<file path="src/rtl/core/vm3_pkg.sv">
package vm3_pkg;

	localparam int AXIS_W     = 15;
	localparam int SQ_W       = 29;
	localparam int SUM_W      = 30;
	localparam int MAG_W      = 15;
	localparam int ROOT_STEPS = 15;
	localparam int SQ_STAGES  = 2;
	localparam int LATENCY    = SQ_STAGES + 1 + ROOT_STEPS;

	localparam logic [SUM_W-1:0] ROOT_START = SUM_W'(32'h1000_0000);
	localparam logic [MAG_W-1:0] MAG_MAX    = MAG_W'(28377);

	typedef logic signed [AXIS_W-1:0] axis_t;
	typedef logic [AXIS_W-1:0]        axis_abs_t;
	typedef logic [SQ_W-1:0]          square_t;
	typedef logic [SUM_W-1:0]         sum_t;
	typedef logic [MAG_W-1:0]         mag_t;

endpackage

</file>
<file path="src/rtl/core/vm3_square.sv">
module vm3_square (
	input  logic          clk,
	input  vm3_pkg::axis_t axis,
	output vm3_pkg::square_t square_s2
);
	import vm3_pkg::*;

	axis_abs_t axis_u;
	axis_abs_t abs_w;
	axis_abs_t abs_s1;

	// most negative input maps to 2^14, which still fits unsigned
	assign axis_u = axis_abs_t'(axis);
	assign abs_w  = axis[AXIS_W-1] ? (~axis_u + axis_abs_t'(1)) : axis_u;

	always_ff @(posedge clk) begin
		abs_s1    <= abs_w;
		square_s2 <= SQ_W'(abs_s1) * SQ_W'(abs_s1);
	end

endmodule

</file>
<file path="src/rtl/core/vm3_root_cell.sv">
module vm3_root_cell (
	input  logic          clk,
	input  logic          arst_n,
	input  logic          valid_in,
	input  vm3_pkg::sum_t rem_in,
	input  vm3_pkg::sum_t root_in,
	input  vm3_pkg::sum_t step_bit,
	output logic          valid_q,
	output vm3_pkg::sum_t rem_q,
	output vm3_pkg::sum_t root_q
);
	import vm3_pkg::*;

	logic [SUM_W:0] trial;
	logic           fits;
	sum_t           root_sh;
	sum_t           rem_nx;
	sum_t           root_nx;

	assign trial   = {1'b0, root_in} + {1'b0, step_bit};
	assign fits    = trial <= {1'b0, rem_in};
	assign root_sh = root_in >> 1;
	assign rem_nx  = fits ? (rem_in - trial[SUM_W-1:0]) : rem_in;
	assign root_nx = fits ? (root_sh + step_bit) : root_sh;

	always_ff @(posedge clk or negedge arst_n) begin
		if (!arst_n) begin
			valid_q <= 1'b0;
		end else begin
			valid_q <= valid_in;
		end
	end

	always_ff @(posedge clk) begin
		rem_q  <= rem_nx;
		root_q <= root_nx;
	end

endmodule

</file>
<file path="src/rtl/core/vector_magnitude_3d.sv">
// Channel  | Ports                         | Beat marked by
// ---------+-------------------------------+---------------------
// sample   | x_axis, y_axis, z_axis        | start high, busy low
// result   | magnitude                     | done high, one cycle
//
// One sample per cycle; busy never rises.
// Stages: abs and square (2), sum (1), one root cell per
// two-bit digit (15).
// arst_n clears only the valid chain; no state survives between samples.
// The receiver cannot stall: each result is on magnitude for the one
// cycle that done is high.
module vector_magnitude_3d (
	input  logic            clk,
	input  logic            arst_n,
	input  logic            start,
	output logic            busy,
	input  vm3_pkg::axis_t  x_axis,
	input  vm3_pkg::axis_t  y_axis,
	input  vm3_pkg::axis_t  z_axis,
	output logic            done,
	output vm3_pkg::mag_t   magnitude
);
	import vm3_pkg::*;

	logic    accept;
	logic    valid_s1;
	logic    valid_s2;
	logic    valid_s3;
	square_t sq_x_s2;
	square_t sq_y_s2;
	square_t sq_z_s2;
	sum_t    sum_s3;

	logic valid_c [ROOT_STEPS+1];
	sum_t rem_c   [ROOT_STEPS+1];
	sum_t root_c  [ROOT_STEPS+1];

	assign busy   = 1'b0;
	assign accept = start && !busy;

	vm3_square u_sq_x (.clk(clk), .axis(x_axis), .square_s2(sq_x_s2));
	vm3_square u_sq_y (.clk(clk), .axis(y_axis), .square_s2(sq_y_s2));
	vm3_square u_sq_z (.clk(clk), .axis(z_axis), .square_s2(sq_z_s2));

	always_ff @(posedge clk or negedge arst_n) begin
		if (!arst_n) begin
			valid_s1 <= 1'b0;
			valid_s2 <= 1'b0;
			valid_s3 <= 1'b0;
		end else begin
			valid_s1 <= accept;
			valid_s2 <= valid_s1;
			valid_s3 <= valid_s2;
		end
	end

	always_ff @(posedge clk) begin
		sum_s3 <= SUM_W'(sq_x_s2) + SUM_W'(sq_y_s2) + SUM_W'(sq_z_s2);
	end

	assign valid_c[0] = valid_s3;
	assign rem_c[0]   = sum_s3;
	assign root_c[0]  = '0;

	for (genvar g = 0; g < ROOT_STEPS; g++) begin : g_cell
		localparam sum_t StepBit = ROOT_START >> (2 * g);
		vm3_root_cell u_cell (
			.clk     (clk),
			.arst_n  (arst_n),
			.valid_in(valid_c[g]),
			.rem_in  (rem_c[g]),
			.root_in (root_c[g]),
			.step_bit(StepBit),
			.valid_q (valid_c[g+1]),
			.rem_q   (rem_c[g+1]),
			.root_q  (root_c[g+1])
		);
	end

	assign done      = valid_c[ROOT_STEPS];
	assign magnitude = root_c[ROOT_STEPS][MAG_W-1:0];

	a_beat_out: assert property (@(posedge clk) disable iff (!arst_n)
		accept |-> ##LATENCY done)
		else $error("sample beat produced no result");

	a_no_stray: assert property (@(posedge clk) disable iff (!arst_n)
		done |-> $past(accept, LATENCY))
		else $error("result without a sample beat");

	a_range: assert property (@(posedge clk) disable iff (!arst_n)
		done |-> magnitude <= MAG_MAX)
		else $error("magnitude out of range");

	a_root_fit: assert property (@(posedge clk) disable iff (!arst_n)
		done |-> root_c[ROOT_STEPS][SUM_W-1:MAG_W] == '0)
		else $error("root wider than magnitude");

endmodule

</file>
<file path="config.mk">
export PLATFORM = sky130hd
export DESIGN_NAME = vector_magnitude_3d
export DESIGN_NICKNAME = d
export VERILOG_FILES = /design/src/rtl/core/vm3_pkg.sv /design/src/rtl/core/vm3_square.sv /design/src/rtl/core/vm3_root_cell.sv /design/src/rtl/core/vector_magnitude_3d.sv
export SDC_FILE = /design/constraint.sdc
export NUM_CORES = 2
export LEC_CHECK = 0
export BUFFER_PORTS_ARGS = -buffer_cell sky130_fd_sc_hd__clkbuf_2
export CAP_MARGIN = 20
export CELL_PAD_IN_SITES_DETAIL_PLACEMENT = 2
export CELL_PAD_IN_SITES_GLOBAL_PLACEMENT = 2
export CORE_ASPECT_RATIO = 1.2
export CORE_UTILIZATION = 45
export DETAILED_ROUTE_END_ITERATION = 8
export PLACE_DENSITY_LB_ADDON = 0.1
export SYNTH_ARGS = -nofsm -noshare
export SYNTH_HDL_FRONTEND = slang
export SYNTH_SLANG_ARGS = --single-unit
</file>
<file path="constraint.sdc">
create_clock -name clk -period 10.3 [get_ports clk]
set_input_delay 0.515 -clock clk [delete_from_list [all_inputs] [get_ports clk]]
set_output_delay 0.515 -clock clk [all_outputs]
set_load 0.005 [all_outputs]
</file>
==> flow_summary.toml <==
[outcome]
status = "complete, no violations"

[detailed_routing]
wl_per_cell_um = 22.58
drt-vias-per-instance = 5.319
drt-met1-wl_um = 51480
top_layer = "met4"
route.detailed.drc = 0
first_iter_violations = 1107
wl_um = 144300
num_vias = 33990
ant_nets = 0
drt-pass1-iter-count = 5
wl_met2_um = 83290
dr_wl_met3_um = 2769

[finish]
layout_common_cells = "inv_1, dfxtp_1, ha_1"
synthToLayoutAreaGrowth_pct = 9.568
fillers = 10980
layout-drive-gt1-share_pct = 4.925
final-seq-area_um2 = 14440
final_common_cell = "inv_1"
fin_nets = 5960
multi_input_area_um2 = 28750
diodes = 0

[timing]
fmax_mhz = 139.5
period_minus_slack_ns = 7.169
worstMarginPinSlew_ns = 1.043
drv_slew = 0
fin_setup_tns_ns = 0
clock-skew-final_ns = 0.04104
post-route-period-util_pct = 69.60
relSlewSlack_pct = 29.82
rsz0062_at_grt = "no"
hold_violations = 0
setup_violations = 0

[worst_setup_path]
cp_max_fo = 15
critical-path-top-delay-family = "adder cells"
cp.required_ns = 10.83
reg2reg_depth = 21
worst-setup-path-type = "reg2reg"
worst_setup_path_end_kind = "flip-flop"
crit_top_cell = "fa_1"
cp-endpoint = "u_sq_y.square_s2[26]"
worstPathArrival_ns = 7.70
cp.depth = 21
crit_chain = "inv_1 -> nor2_1 -> fa_1 -> inv_1 -> fa_1 -> inv_1 -> fa_1 -> fa_1 -> fa_1 -> inv_1 -> fa_1 -> inv_1 -> ha_1 -> a21oi_1 -> nand2_1 -> a2111oi_1 -> o41a_1 -> o21ai_0 -> a21oi_1 -> o21ai_0 -> xor2_1"
critPathLaunch = "u_sq_y.abs_s1[3]"
cp-start-kind = "flip-flop"
r2r-start = "u_sq_y.abs_s1[3]"
rrSetupSlack_ns = 3.13
critPathMaxStageDelay_ns = 0.84
worst_path_max_delay_cell = "a2111oi_1"
rr_endpoint = "u_sq_y.square_s2[26]"
path_buf_inv = 5

[min_path]
hold_class = "in2reg"

[synth]
synth_seq_cells = 717
synthCells = 4892
synth-seq-area-share_pct = 30.77
synth_flop_cell = "dfxtp_1"
synth_edf_count = 0
synthTopCellsByArea = "dfxtp_1, fa_1, ha_1"
synth_top_area_share_pct = 29.81
yosysWarnings = 0
synth_top_area_cell = "dfxtp_1"
synth.distinct_cells = 81
async_flop_share_pct = 2.510
avgSynthCellArea_um2 = 9.597
synth_area_um2 = 46950

[cts]
htreeDepth = 3
clk_pin_slew_worst_paths_ns = 0.06
cts_tree = "built"
clock_sinks = 717
numCtsBuffers = 78
clk_latency_ns = 0.70
ctsResizeCount = 0
cts-root-buf = "clkbuf_16"
clk_path_buf_depth = 3

[global_route]
grt_pass1_vias = 40450
grtUsageTotal_pct = 27.66
grt_pass1_wl_um = 228400
overflow = 0
grt_max_degree = 32
antenna_found_initial = 0

[floorplanning]
ios = 65
row_count = 129
core-area_um2 = 103300
dieArea_um2 = 105600
fp.dieW_um = 296.9
fp.dieH_um = 355.8
initial_core_util_pct = 45.45

[placed_design]
place.gp.congestion = 0.8313
hpwl_um = 109900
numPortBuffers = 63

[job]
cap_viol_max_count = 0
## repair_timing
action / in CTS / in global routing
hold buffers: 6 / 0
hold endpoints to repair: 23 / 0
setup buffers: 0 / 0
## cell type report
cell class / instances / share of cell area, %
well taps: 1375 / 3.345
clock buffers: 107 / 4.320
flip-flops and latches: 717 / 28.08
repair buffers: 76 / 0.8416
inverters: 901 / 6.575
clock inverters: 37 / 0.9462
multi-input cells: 3177 / 55.89
## cell usage after synthesis, types with 13 or more instances
cell / n
a211oi_1: 18
a21o_1: 113
a21oi_1: 201
a31oi_1: 26
and2_1: 161
clkbuf_1: 92
dfrtp_1: 18
dfxtp_1: 699
fa_1: 442
ha_1: 519
inv_1: 901
nand2_1: 330
nand2b_1: 33
nand3_1: 59
nand4_1: 31
nor2_1: 218
nor2b_1: 48
nor3_1: 67
nor4_1: 63
o211ai_1: 13
o21a_1: 37
o21ai_0: 185
o21bai_1: 19
o31ai_1: 24
or2_2: 15
or3_1: 48
or4_1: 18
xnor2_1: 197
xor2_1: 120
## worst reg2reg max path, stage by stage, from the launching register on
cell and delay (ns):
dfxtp_1 0.69, inv_1 0.21, nor2_1 0.31, fa_1 0.45, inv_1 0.11, fa_1 0.40
inv_1 0.09, fa_1 0.44, fa_1 0.50, fa_1 0.58, inv_1 0.07, fa_1 0.53
inv_1 0.06, ha_1 0.38, a21oi_1 0.28, nand2_1 0.09, a2111oi_1 0.84, o41a_1 0.29
o21ai_0 0.13, a21oi_1 0.24, o21ai_0 0.17, xor2_1 0.19
## metrics by stage
step	setup WS, ns	utilization (%)	instances	hold WS (ns)	cell area [um2]
after floorplan	4.272	-	4895	0.2194	46960
after global placement	3.664	47.10	6238	0.3100	48650
after detailed placement	3.324	47.10	6238	0.3138	48650
after CTS	3.168	49.78	6388	0.007254	51420
after global routing	2.759	49.80	6390	0.04396	51440
final	3.131	49.80	6390	0.04345	51440
## logic make-up (layout without fill, tap and decap cells)
group	Yosys count	in the layout	synth area share (%)
adders and majority gates	961	961	32.68
other	1	4	0.007988
muxes	19	19	0.4371
and+or+nand+nor	1145	1145	12.31
xor gates and xnor gates	317	317	5.914
buffers and inverters	1001	1121	8.054
AOI/OAI and AO/OA	731	731	9.829
DFF	717	717	30.77
## sequential cells by signal (all words and copies together), names as in the netlist
register and cells:
u_sq_x.square_s2 28, u_sq_z.abs_s1 15, u_sq_y.abs_s1 15, g_cell.u_cell.rem_q 420, u_sq_y.square_s2 28, valid_s2 1
g_cell.u_cell.valid_q 15, valid_s1 1, g_cell.u_cell.root_q 120, sum_s3 30, u_sq_z.square_s2 28, u_sq_x.abs_s1 15
valid_s3 1
## layer usage
metal / vias to the layer above / GRT usage, %
met4: 0 / 12.80
li1: 15810 / -
met3: 305 / 2.469
met2: 482 / 56.57
met1: 17390 / 27.65
met5: - / 0
## how the worst min path moves through the flow
stage	startpoint	end	slack, ns	cells past startpoint
2_1_floorplan	arst_n	g_cell[0].u_cell.valid_q	0.22	0
3_3_place_gp	sum_s3[0]	g_cell[0].u_cell.rem_q[0]	0.31	0
3_5_place_dp	sum_s3[7]	g_cell[0].u_cell.rem_q[7]	0.31	0
4_1_cts	x_axis[8]	u_sq_x.abs_s1[8]	0.007	2
5_1_grt	x_axis[3]	u_sq_x.abs_s1[3]	0.04	2
6_report	y_axis[13]	u_sq_y.abs_s1[14]	0.04	2
Power is not shown: default switching activity piles up to over one toggle a cycle in this logic, so the estimate is an artifact.
